File: config.mk
export PLATFORM = sky130hd
export DESIGN_NAME = rpn_stack_evaluator_flat
export DESIGN_NICKNAME = d
export VERILOG_FILES = /design/src/sv/rpn_pkg.sv /design/src/sv/rpn_req_if.sv /design/src/sv/rpn_rsp_if.sv /design/src/sv/rpn_div.sv /design/src/sv/rpn_ctrl.sv /design/src/sv/rpn_dp.sv /design/src/sv/rpn_stack_evaluator.sv /design/src/flat_wrapper.sv
export SDC_FILE = /design/constraint.sdc
export NUM_CORES = 2
export LEC_CHECK = 0
export BUFFER_PORTS_ARGS = -buffer_cell sky130_fd_sc_hd__buf_2
export CORE_UTILIZATION = 30
export DETAILED_ROUTE_END_ITERATION = 12
export GPL_ROUTABILITY_DRIVEN = 0
export PLACE_DENSITY = 0.51
export SLEW_MARGIN = 20
export SYNTH_ARGS = -nofsm -noshare
export SYNTH_HDL_FRONTEND = slang
export SYNTH_SLANG_ARGS = --single-unit
File: constraint.sdc
create_clock -name clk -period 8.4 [get_ports clk]
set_input_delay 1.26 -clock clk [delete_from_list [all_inputs] [get_ports clk]]
set_output_delay 1.26 -clock clk [all_outputs]
set_load 0.1 [all_outputs]
File: src/sv/rpn_pkg.sv
// Shared constants, codes and control structs of the RPN stack evaluator.
`default_nettype none
package rpn_pkg;

  localparam int STACK_DEPTH = 64;
  localparam int DATA_W      = 32;
  localparam int COUNT_W     = $clog2(STACK_DEPTH + 1);
  localparam int ADDR_W      = $clog2(STACK_DEPTH);
  localparam int REQ_W       = 3;
  localparam int STAT_W      = 2;
  localparam int DIV_STEPS   = DATA_W;
  localparam int DIV_CNT_W   = $clog2(DIV_STEPS);

  localparam logic [REQ_W-1:0] REQ_PUSH = REQ_W'(0);
  localparam logic [REQ_W-1:0] REQ_ADD  = REQ_W'(1);
  localparam logic [REQ_W-1:0] REQ_SUB  = REQ_W'(2);
  localparam logic [REQ_W-1:0] REQ_MUL  = REQ_W'(3);
  localparam logic [REQ_W-1:0] REQ_DIV  = REQ_W'(4);

  localparam logic [STAT_W-1:0] ST_OK      = STAT_W'(0);
  localparam logic [STAT_W-1:0] ST_UNDER   = STAT_W'(1);
  localparam logic [STAT_W-1:0] ST_OVER    = STAT_W'(2);
  localparam logic [STAT_W-1:0] ST_DIVZERO = STAT_W'(3);

  typedef struct packed {
    logic              capture;
    logic              alu_go;
    logic              div_start;
    logic              commit;
    logic              push;
    logic              pop;
    logic              clear;
    logic [STAT_W-1:0] status;
  } rpn_cmd_t;

  typedef struct packed {
    logic underflow;
    logic overflow;
    logic div_zero;
    logic div_done;
  } rpn_stat_t;

endpackage
`default_nettype wire

File: src/sv/rpn_req_if.sv
// Token channel: one word per RPN token.
`default_nettype none
interface rpn_req_if import rpn_pkg::*; ();
  logic                     valid;
  logic                     ready;
  logic [REQ_W-1:0]         req_type;
  logic signed [DATA_W-1:0] value;
  logic                     last;

  modport source (output valid, req_type, value, last, input ready);
  modport sink   (input valid, req_type, value, last, output ready);
endinterface
`default_nettype wire

File: src/sv/rpn_rsp_if.sv
// Result channel: one word per evaluated token.
`default_nettype none
interface rpn_rsp_if import rpn_pkg::*; ();
  logic                     valid;
  logic                     ready;
  logic signed [DATA_W-1:0] top_value;
  logic [COUNT_W-1:0]       depth_now;
  logic [STAT_W-1:0]        status;
  logic                     done_res;

  modport source (output valid, top_value, depth_now, status, done_res, input ready);
  modport sink   (input valid, top_value, depth_now, status, done_res, output ready);
endinterface
`default_nettype wire

File: src/sv/rpn_div.sv
// Radix-2 restoring signed divider, one quotient bit per cycle, truncating.
`default_nettype none
module rpn_div import rpn_pkg::*; (
  input  wire logic              clk,
  input  wire logic              rst,
  input  wire logic              start,
  input  wire logic [DATA_W-1:0] dividend,
  input  wire logic [DATA_W-1:0] divisor,
  output logic                   done,
  output logic      [DATA_W-1:0] quotient
);

  logic                 busy;
  logic [DIV_CNT_W-1:0] cnt;
  logic [DATA_W-1:0]    rem;
  logic [DATA_W-1:0]    quo;
  logic [DATA_W-1:0]    dvs;
  logic                 neg;
  logic [DATA_W:0]      trial;
  logic [DATA_W:0]      diff;

  assign trial    = {rem, quo[DATA_W-1]};
  assign diff     = trial - {1'b0, dvs};
  assign quotient = neg ? (~quo + DATA_W'(1)) : quo;

  always_ff @(posedge clk) begin
    if (rst) begin
      busy <= 1'b0;
      done <= 1'b0;
      cnt  <= '0;
    end else begin
      done <= busy && !start && (cnt == DIV_CNT_W'(DIV_STEPS - 1));
      if (start) begin
        busy <= 1'b1;
        cnt  <= '0;
        rem  <= '0;
        quo  <= dividend[DATA_W-1] ? (~dividend + DATA_W'(1)) : dividend;
        dvs  <= divisor[DATA_W-1] ? (~divisor + DATA_W'(1)) : divisor;
        neg  <= dividend[DATA_W-1] ^ divisor[DATA_W-1];
      end else if (busy) begin
        if (!diff[DATA_W]) begin
          rem <= diff[DATA_W-1:0];
          quo <= {quo[DATA_W-2:0], 1'b1};
        end else begin
          rem <= trial[DATA_W-1:0];
          quo <= {quo[DATA_W-2:0], 1'b0};
        end
        cnt <= cnt + DIV_CNT_W'(1);
        if (cnt == DIV_CNT_W'(DIV_STEPS - 1)) begin
          busy <= 1'b0;
        end
      end
    end
  end

  a_done_idle: assert property (@(posedge clk) disable iff (rst)
    start |=> busy && !done)
    else $error("divider did not go busy after start");

endmodule
`default_nettype wire

File: src/sv/rpn_ctrl.sv
// Token sequencer: classifies each token, steps the datapath, owns result valid.
`default_nettype none
module rpn_ctrl import rpn_pkg::*; (
  input  wire logic             clk,
  input  wire logic             rst,
  input  wire logic             req_valid,
  output logic                  req_ready,
  input  wire logic [REQ_W-1:0] req_type,
  input  wire logic             last,
  output logic                  rsp_valid,
  input  wire logic             rsp_ready,
  input  wire rpn_stat_t        stat,
  output rpn_cmd_t              cmd
);

  typedef enum logic [1:0] {S_IDLE, S_OPER, S_DIVW, S_FINISH} state_t;

  state_t            st;
  logic [REQ_W-1:0]  op;
  logic              op_last;
  logic [STAT_W-1:0] status;
  logic              accept;
  logic              is_arith;

  assign req_ready = (st == S_IDLE);
  assign accept    = req_valid && req_ready;
  assign is_arith  = op inside {REQ_ADD, REQ_SUB, REQ_MUL, REQ_DIV};

  always_comb begin
    cmd           = '0;
    cmd.capture   = accept;
    cmd.alu_go    = (st == S_OPER);
    cmd.div_start = (st == S_OPER) && (op == REQ_DIV) && !stat.div_zero;
    cmd.commit    = (st == S_FINISH) && (!rsp_valid || rsp_ready);
    cmd.push      = (op == REQ_PUSH) && (status == ST_OK);
    cmd.pop       = is_arith && (status == ST_OK);
    cmd.clear     = op_last;
    cmd.status    = status;
  end

  always_ff @(posedge clk) begin
    if (rst) begin
      st        <= S_IDLE;
      rsp_valid <= 1'b0;
    end else begin
      case (st)
        S_IDLE: begin
          if (accept) begin
            op      <= req_type;
            op_last <= last;
            if (req_type == REQ_PUSH) begin
              status <= stat.overflow ? ST_OVER : ST_OK;
              st     <= S_FINISH;
            end else if (req_type inside {REQ_ADD, REQ_SUB, REQ_MUL, REQ_DIV}) begin
              status <= stat.underflow ? ST_UNDER : ST_OK;
              st     <= stat.underflow ? S_FINISH : S_OPER;
            end else begin
              status <= ST_OK;
              st     <= S_FINISH;
            end
          end
        end
        S_OPER: begin
          if (op == REQ_DIV) begin
            if (stat.div_zero) begin
              status <= ST_DIVZERO;
              st     <= S_FINISH;
            end else begin
              st <= S_DIVW;
            end
          end else begin
            st <= S_FINISH;
          end
        end
        S_DIVW: begin
          if (stat.div_done) st <= S_FINISH;
        end
        S_FINISH: begin
          if (cmd.commit) st <= S_IDLE;
        end
        default: st <= S_IDLE;
      endcase
      if (cmd.commit) rsp_valid <= 1'b1;
      else if (rsp_ready) rsp_valid <= 1'b0;
    end
  end

  a_commit_valid: assert property (@(posedge clk) disable iff (rst)
    cmd.commit |=> rsp_valid && st == S_IDLE)
    else $error("commit did not produce a result word");

  a_finish_hold: assert property (@(posedge clk) disable iff (rst)
    (st == S_FINISH) && rsp_valid && !rsp_ready |=> st == S_FINISH)
    else $error("finish left while result slot was full");

endmodule
`default_nettype wire

File: src/sv/rpn_dp.sv
// Stack datapath: top register, stack RAM below it, ALU, divider, result register.
`default_nettype none
module rpn_dp import rpn_pkg::*; (
  input  wire logic              clk,
  input  wire logic              rst,
  input  wire rpn_cmd_t          cmd,
  output rpn_stat_t              stat,
  input  wire logic [REQ_W-1:0]  req_type,
  input  wire logic [DATA_W-1:0] value,
  output logic      [DATA_W-1:0] out_top,
  output logic     [COUNT_W-1:0] out_depth,
  output logic      [STAT_W-1:0] out_status,
  output logic                   out_done
);

  logic [DATA_W-1:0]  mem [STACK_DEPTH];
  logic [DATA_W-1:0]  top;
  logic [DATA_W-1:0]  left;
  logic [DATA_W-1:0]  res;
  logic [DATA_W-1:0]  value_q;
  logic [REQ_W-1:0]   op;
  logic [COUNT_W-1:0] count;
  logic [COUNT_W-1:0] below1;
  logic [COUNT_W-1:0] below2;
  logic [DATA_W-1:0]  quotient;
  logic               div_done;
  logic               mem_we;
  logic [DATA_W-1:0]  top_next;
  logic [COUNT_W-1:0] count_next;

  // top of stack lives in a register; the RAM holds the entries below it
  assign below1 = count - COUNT_W'(1);
  assign below2 = count - COUNT_W'(2);
  assign mem_we = cmd.commit && cmd.push && (count != '0);

  assign stat.underflow = count < COUNT_W'(2);
  assign stat.overflow  = count >= COUNT_W'(STACK_DEPTH);
  assign stat.div_zero  = (top == '0);
  assign stat.div_done  = div_done;

  rpn_div u_div (
    .clk      (clk),
    .rst      (rst),
    .start    (cmd.div_start),
    .dividend (left),
    .divisor  (top),
    .done     (div_done),
    .quotient (quotient)
  );

  always_ff @(posedge clk) begin
    if (mem_we) mem[below1[ADDR_W-1:0]] <= top;
    left <= mem[below2[ADDR_W-1:0]];
  end

  always_ff @(posedge clk) begin
    if (cmd.capture) begin
      op      <= req_type;
      value_q <= value;
    end
    if (cmd.alu_go) begin
      case (op)
        REQ_ADD: res <= left + top;
        REQ_SUB: res <= left - top;
        REQ_MUL: res <= left * top;
        default: res <= res;
      endcase
    end
  end

  always_comb begin
    top_next   = top;
    count_next = count;
    if (cmd.push) begin
      top_next   = value_q;
      count_next = count + COUNT_W'(1);
    end else if (cmd.pop) begin
      top_next   = (op == REQ_DIV) ? quotient : res;
      count_next = below1;
    end
  end

  always_ff @(posedge clk) begin
    if (rst) begin
      count <= '0;
    end else if (cmd.commit) begin
      count <= cmd.clear ? '0 : count_next;
    end
  end

  always_ff @(posedge clk) begin
    if (cmd.commit) begin
      top        <= top_next;
      out_top    <= (count_next != '0) ? top_next : '0;
      out_depth  <= count_next;
      out_status <= cmd.status;
      out_done   <= cmd.clear;
    end
  end

  a_count_bound: assert property (@(posedge clk) disable iff (rst)
    count <= COUNT_W'(STACK_DEPTH))
    else $error("stack count beyond depth");

  a_clear: assert property (@(posedge clk) disable iff (rst)
    cmd.commit && cmd.clear |=> count == '0)
    else $error("stack not emptied after last token");

  a_push: assert property (@(posedge clk) disable iff (rst)
    cmd.commit && cmd.push && !cmd.clear |=> count == $past(count) + COUNT_W'(1))
    else $error("push did not grow the stack by one");

endmodule
`default_nettype wire

File: src/sv/rpn_stack_evaluator.sv
// Top level of the reverse Polish integer expression evaluator.
// Takes one token word at a time (push a signed 32-bit value, or add, subtract,
// multiply, divide the two top entries) on a 64-entry operand stack and returns
// exactly one result word per token: the new top, depth, status and a done flag
// on the token marked last, after which the stack is emptied. Tokens are taken
// one at a time; the next token is accepted while a result still waits on the
// output. A push, an unknown code or an operator that underflows goes from
// idle straight to the finish state; add, subtract, multiply and a divide by
// zero first pass the operate state, and divide also waits for the radix-2
// divider, which retires one quotient bit per cycle; a stalled output holds the
// token in its finish state. The stack RAM needs no clearing pass after reset;
// the block accepts tokens right away.
`default_nettype none
module rpn_stack_evaluator import rpn_pkg::*; (
  input wire logic  clk,
  input wire logic  rst,
  rpn_req_if.sink   req,
  rpn_rsp_if.source rsp
);

  rpn_cmd_t          cmd;
  rpn_stat_t         stat;
  logic              req_ready;
  logic              rsp_valid;
  logic [DATA_W-1:0] out_top;

  assign req.ready     = req_ready;
  assign rsp.valid     = rsp_valid;
  assign rsp.top_value = out_top;

  rpn_ctrl u_ctrl (
    .clk       (clk),
    .rst       (rst),
    .req_valid (req.valid),
    .req_ready (req_ready),
    .req_type  (req.req_type),
    .last      (req.last),
    .rsp_valid (rsp_valid),
    .rsp_ready (rsp.ready),
    .stat      (stat),
    .cmd       (cmd)
  );

  rpn_dp u_dp (
    .clk        (clk),
    .rst        (rst),
    .cmd        (cmd),
    .stat       (stat),
    .req_type   (req.req_type),
    .value      (req.value),
    .out_top    (out_top),
    .out_depth  (rsp.depth_now),
    .out_status (rsp.status),
    .out_done   (rsp.done_res)
  );

endmodule
`default_nettype wire
File: src/flat_wrapper.sv
// flat-port wrapper written by rule: the top's interface ports become plain ports
module rpn_stack_evaluator_flat import rpn_pkg::*;
  (clk, rst, req_valid, req_req_type, req_value, req_last, req_ready, rsp_valid, rsp_top_value, rsp_depth_now, rsp_status, rsp_done_res, rsp_ready);
  rpn_req_if req_i ();
  rpn_rsp_if rsp_i ();
  input wire logic clk;
  input wire logic rst;
  input wire logic [$bits(req_i.valid)-1:0] req_valid;
  input wire logic [$bits(req_i.req_type)-1:0] req_req_type;
  input wire logic [$bits(req_i.value)-1:0] req_value;
  input wire logic [$bits(req_i.last)-1:0] req_last;
  output wire logic [$bits(req_i.ready)-1:0] req_ready;
  output wire logic [$bits(rsp_i.valid)-1:0] rsp_valid;
  output wire logic [$bits(rsp_i.top_value)-1:0] rsp_top_value;
  output wire logic [$bits(rsp_i.depth_now)-1:0] rsp_depth_now;
  output wire logic [$bits(rsp_i.status)-1:0] rsp_status;
  output wire logic [$bits(rsp_i.done_res)-1:0] rsp_done_res;
  input wire logic [$bits(rsp_i.ready)-1:0] rsp_ready;
  assign req_i.valid = req_valid;
  assign req_i.req_type = req_req_type;
  assign req_i.value = req_value;
  assign req_i.last = req_last;
  assign req_ready = req_i.ready;
  assign rsp_valid = rsp_i.valid;
  assign rsp_top_value = rsp_i.top_value;
  assign rsp_depth_now = rsp_i.depth_now;
  assign rsp_status = rsp_i.status;
  assign rsp_done_res = rsp_i.done_res;
  assign rsp_i.ready = rsp_ready;
  rpn_stack_evaluator u_core (.clk(clk), .rst(rst), .req(req_i), .rsp(rsp_i));
endmodule
Word-level counts from Yosys, hierarchy flattened
Memory sizes are Yosys's and may differ from the RTL's. A register that Yosys moved wholly into a read port is not among the register bits.
Cells that the tools add are included.
{ "totals": {"ff_bits": 261, "ramBits": 2048, "output_inout_bits": 44, "word_cells": 135, "memories": 1} }
{ "mem_list": {"columns": ["name", "depth", "word_bits", "rd", "rd_ports_with_merged_regs", "wr", "line_no", "rtl"], "rows": [
  ["u_core.u_dp.mem", 64, 32, 1, 1, 1, "rpn_dp.sv:16", "logic [DATA_W-1:0] mem [STACK_DEPTH];"]
]} }
{ "op_classes": {"n_addsub": 10, "multipliers": 1, "order_cmp": 2, "eq_ne": 21, "n_mux": 39, "bitwise": 5, "reduce_logical": 34} }
{ "op_table": {"columns": ["cell", "n"], "rows": [
  ["2-to-1 mux 32 bit", 9],
  ["adder 32 x 1 -> 32 bit (second input constant)", 3],
  ["inverter 32 bit", 3],
  ["one-hot mux 32 bit (3 select lines)", 1],
  ["subtractor 33 x 32 -> 33 bit", 1],
  ["adder 32 bit", 1],
  ["zero test 32 bit", 1],
  ["multiplier 32 x 32 -> 32 bit", 1],
  ["subtractor 32 bit", 1],
  ["2-to-1 mux 31 bit", 1],
  ["2-to-1 mux 2 bit", 12],
  ["2-to-1 mux 7 bit", 3],
  ["equality test 3 x 2 -> 1 bit (second input constant)", 6],
  ["nonzero test 7 bit", 2],
  ["2-to-1 mux 1 bit", 11],
  ["logical AND 1 bit", 10],
  ["equality test 3 x 1 -> 1 bit (second input constant)", 3],
  ["equality test 3 bit (second input constant)", 3],
  ["!= test 2 bit (second input constant)", 4],
  ["one-hot mux 2 bit (4 select lines)", 1],
  ["nonzero test 4 bit", 2],
  ["adder 7 x 1 -> 7 bit (second input constant)", 1],
  [">= comparator 7 bit (second input constant)", 1],
  ["less-than comparator 7 x 2 -> 1 bit (second input constant)", 1],
  ["20 further kinds", 30]
]} }

Depth between registers and ports, before layout
{ "logic_depth": {"depth_word": 7, "depth_mapped": 27, "ltp_nobuf": 25} }

Cells and area by module
From an unflattened synthesis, not the netlist that was laid out.
{ "unflattened": {"hier_cells": 6464, "area_unflattened_um2": 111080.3} }
{ "by_module_without_submodules": {"columns": ["mod", "n_inst", "cells_per_inst", "area_each_um2"], "rows": [
  ["rpn_dp", 1, 5593, 102817.4],
  ["rpn_div", 1, 819, 7708.6],
  ["rpn_ctrl", 1, 52, 554.3]
]} }

Worst setup path after synthesis
No wires, ideal clock.
{ "synth_path": {"kind": "flip-flop to flip-flop", "startpoint": "register u_core.u_dp.top[6]", "endpoint": "register u_core.u_dp.res[31], data pin", "setup_ns": 0.269, "arrival_time_ns": 7.792, "required_time_ns": 8.131, "path_slack_ns": 0.338, "stages_incl_launch_ff": 27, "path_buffers": 3, "path_cell_list": "edfxtp_1 clkbuf_1 clkbuf_1 clkbuf_1 and2_1 fa_1 fa_1 fa_1 inv_1 fa_1 inv_1 fa_1 inv_1 fa_1 inv_1 fa_1 fa_1 ha_1 and3_1 a31oi_1 a21boi_0 o211ai_1 a311o_1 nand2_1 o221ai_1 xnor2_1 mux2i_1"} }
{ "synth_via": {"elab_chain_cells": 2, "word_cells_on_any_way": 4, "classes_between": "add/sub (2); mul (1); mux (1)"} }
{ "synth_rtl": {"columns": ["item", "line_no", "rtl"], "rows": [
  ["from (decl)", "rpn_dp.sv:17", "logic [DATA_W-1:0] top;"],
  ["from (signal assigned)", "rpn_dp.sv:93", "top <= top_next;"],
  ["multiplier 32 x 32 -> 32 bit, or another cell as far along", "rpn_dp.sv:65", "REQ_MUL: res <= left * top;"],
  ["one-hot mux 32 bit (3 select lines) (*)", "rpn_dp.sv:62", "case (op)"],
  ["to (signal assigned)", "rpn_dp.sv:63", "REQ_ADD: res <= left + top;"],
  ["to (signal assigned)", "rpn_dp.sv:65", null],
  ["to (signal assigned)", "rpn_dp.sv:66", "default: res <= res;"],
  ["to (decl)", "rpn_dp.sv:19", "logic [DATA_W-1:0] res;"]
]} }
Every way passes the cells marked *; elsewhere a longest branch is shown, timed or not.
A chain may end at the register's enable or synchronous reset.

Final worst setup path
{ "layout_path": {"startpoint": "register u_core.u_dp.top[7]", "endpoint": "register u_core.u_dp.res[30], data pin"} }
Same word-level chain as after synthesis.

==> summary.md <==
| Metric | Value |
|---|---|
| Min-delay worst type | reg -> reg |
| Pin count of the biggest net entering global routing | 120 |
| Max_cap viols | 0 |
| Horiz. Die Dim | 610 um |
| Most common cell in the netlist | edfxtp_1 |
| Post-route minimum period | 7.83 ns |
| Unrepaired setup endpoints after global routing | false |
| Max_slew headroom | 17.4% |
| Cell variety after synth | 81 |
| Top FF cell, synth | edfxtp_1 |
| CTS H-Tree Depth | 4 |
| Row Count | 222 |
| Initial DRT Pass Iterations | 6 |
| Slowest CP cell | buf_4 |
| Warnings, synthesis | 0 |
| Antenna viol nets, final | 0 |
| Commonest cells post-synth | edfxtp_1 (2292), mux4_2 (661), inv_1 (454), nand2_1 (423), fa_1 (410) |
| TritonCTS buffer count | 244 |
| Syn nets | 7105 |
| Post-synth top area share | 62.1% |
| Total track usage | 17.5% |
| Synthesized area per cell | 17.2 sq um |
| Worst-path cell chain | buf_4 -> and2_1 -> fa_1 -> fa_1 -> fa_1 -> inv_1 -> fa_1 -> inv_1 -> fa_1 -> fa_1 -> fa_1 -> fa_1 -> ha_1 -> and2_1 -> and3_1 -> a211o_1 -> nor4_1 -> a31o_2 -> o21ai_0 -> xnor2_1 -> mux2i_1 |
| Core area | 367000 sq um |
| Vias in the first global route | 62000 |
| CP Launch Type | register |
| Multi-input gate area | 38500 sq um |
| Layout cells sized above 1 | 21.3% |
| CP most frequent cell | fa_1 |
| DRC viols | 0 |
| Sum Neg Setup Slack | 0 ns |
| Iteration-0 DRC Markers | 5519 |
| Max Clock Freq | 0.128 GHz |
| Top cells by area, synth | edfxtp_1 (62%), mux4_2 (13%), fa_1 (7.4%), ha_1 (2.3%), and2_1 (1.8%) |
| Worst Path Max Fanout | 73 |
| CP endpoint kind | register |
| First-pass GRT wire length | 467000 um |
| Origin of the critical flop-to-flop path | u_core.u_dp.top[7] |
| Reg-to-reg slack, setup | 0.57 ns |
| Hold path depth | 0 |
| DR vias | 59700 |
| Number of fill cells | 34700 |
| Min-Delay Endpoint | u_core.u_dp.out_status[0] |
| Synth Cell Area | 111000 sq um |
| Fin crit share | 93.2% |
| Final Skew | 0.111 ns |
| WP data arrival | 8.45 ns |
| Sink Count | 2341 |
| Max Root-Sink Buffers | 4 |
| Clk root buf | clkbuf_16 |
| WP data required | 9.02 ns |
| Worst-Margin Slew | 1.24 ns |
| Reg2Reg Depth | 21 |
| Crit path largest cell delay | 0.74 ns |
| EDFF count, synth | 2292 |
| WS Path Type | reg -> reg |
| Final wirelength | 328000 um |
| Seq/Total Area, Yosys | 63.0% |
| Detailed Place HPWL | 206000 um |
| Congestion Overflow GR | 0 |
| Cells after synthesis | 6453 |
| # resized after CTS | 0 |
| I/O pins | 84 |
| Final-report setup violation count | 0 |
| Die area | 372000 sq um |
| Port bufs | 83 |
| Hold-fix buffers, CTS | 0 |
| Initial antenna violation count | 22 |
| Seq. cell area | 69800 sq um |
| Seq cells post-synth | 2341 |
| Clk slew on worst S/H paths | 0.08 ns |
| Final #Nets | 7311 |
| Reg2reg end | u_core.u_dp.res[30] |
| Hold wc startpoint | u_core.u_ctrl.status[0] |
| Async SR Flop Fraction | 0% |
| Hold Vio Cnt, Final | 0 |
| Starting density of the core | 30.2% |
| Clk Latency, worst-skew pair | 0.97 ns |
| Post-CTS Repair Setup Buffers | 0 |
| Layout Area Growth over Synthesis | 14.3% |
| CTS tree | done |
| Post-Place Worst Slack | 0.556 ns |
| Height of the die | 610 um |
| DR WL/cell | 28.1 um |
| Status | finished clean |
| Vias/cell | 5.11 |
| Biggest area consumer among synthesized cells | edfxtp_1 |
| Fin. max-slew vios | 0 |
| Setup WS post-layout | 0.569 ns |
placed cells by master (no fill, tap or decap), drive strengths merged, types with 9 or more instances in the layout:
master	netlist	routed
a211oi	39	39
a21o	37	37
a21oi	103	103
a221o	15	15
a22oi	24	24
a31oi	14	14
and2	317	317
and3	10	10
buf	112	326
bufinv	0	28
clkbuf	254	309
clkinv	0	95
clkinvlp	0	11
dfxtp	49	49
diode	0	9
edfxtp	2292	2292
fa	410	410
ha	202	202
inv	454	457
mux2i	23	23
mux4	661	661
nand2	423	423
nand2b	29	29
nand3	50	50
nand4	11	11
nor2	179	179
nor2b	23	23
nor3	26	26
nor4	14	14
o211ai	11	11
o21a	20	20
o21ai	165	165
o31ai	41	41
o41a	31	31
o41ai	12	12
or2	10	10
or3	26	26
or4	15	15
xnor2	137	137
xor2	124	124
logic make-up after synthesis:
kind of cell	Yosys count	share of synthesized area, %
AOI/OAI and AO/OA	569	3.48
xor gates and xnor gates	261	2.06
adders and majority gates	612	9.69
buffers and inverters	820	2.84
DFF	2341	63.0
muxes	686	13.7
and+or+nand+nor	1164	5.24
metrics by stage:
stage / area, sq um / utilization [%] / hold WS [ns] / cells
finish: 127000 / 34.5 / 0.476 / 11700
global route: 127000 / 34.5 / 0.497 / 11700
CTS: 127000 / 34.5 / 0.474 / 11700
detailed placement: 118000 / 32.3 / 0.471 / 11200
global placement: 118000 / 32.3 / 0.470 / 11200
floorplan: 111000 / - / 0.427 / 6453
sequential cells by signal, indices dropped and copies added (netlist names):
| register | count |
|---|---|
| u_core.u_ctrl.status | 2 |
| u_core.u_dp.u_div.quo | 32 |
| u_core.u_dp.out_status | 2 |
| u_core.u_dp.u_div.cnt | 5 |
| u_core.u_dp.top | 32 |
| u_core.u_dp.out_depth | 7 |
| u_core.u_dp.u_div.dvs | 32 |
| u_core.u_ctrl.st | 2 |
| u_core.u_dp.mem | 2048 |
| u_core.u_ctrl.op_last | 1 |
| u_core.u_dp.op | 3 |
| u_core.u_dp.out_top | 32 |
| u_core.u_dp.out_done | 1 |
| u_core.u_dp.u_div.done | 1 |
| u_core.u_dp.count | 7 |
| u_core.u_dp.u_div.busy | 1 |
| u_core.u_dp.left | 32 |
| u_core.u_dp.u_div.rem | 32 |
| u_core.u_dp.value_q | 32 |
| u_core.u_ctrl.op | 3 |
| u_core.u_dp.res | 32 |
| u_core.u_dp.u_div.neg | 1 |
| u_core.u_ctrl.rsp_valid | 1 |
area by class of cell:
cell class	count	share of cell area [%]
antenna	9	0.0178
clock buffer	309	5.14
clock inverter	137	1.25
inverter	454	1.35
multi-input combinational	3292	30.4
sequential	2341	55.2
tap	4816	4.76
timing repair buffer	326	1.94
worst max-delay path, delay by kind of cell (launching register included):
family | cells | cell delay, ns
buf+inv | 3 | 0.84
mux | 1 | 0.08
fa+ha+maj | 9 | 4.23
xor+xnor | 1 | 0.14
compound gates | 3 | 0.63
flops | 1 | 0.70
simple gates | 4 | 0.95
per-layer routing:
layer,share of wire (%),routed length (um),track usage (%),up-vias
met5,0.014,46,0,-
met4,3.5,11600,5.91,6
met3,5.1,16800,2.15,468
met2,48,158000,28.8,1786
met1,43,142000,23.8,32400
li1,-,-,-,25000
how the worst max path moves through the flow:
stage / start / to / slack (ns)
final: u_core.u_dp.top[7] / u_core.u_dp.res[30] / 0.57
after global routing: u_core.u_dp.top[7] / u_core.u_dp.res[30] / 0.20
after CTS: u_core.u_dp.top[7] / u_core.u_dp.res[30] / 0.55
after detailed placement: u_core.u_dp.top[7] / u_core.u_dp.res[30] / 0.56
after global placement: u_core.u_dp.top[7] / u_core.u_dp.res[30] / 0.56
after floorplan: u_core.u_dp.top[6] / u_core.u_dp.res[31] / 0.34
Power is left out: the tool's default activity adds up to more than one toggle a clock period on the data nets, which glitch-free logic cannot reach.
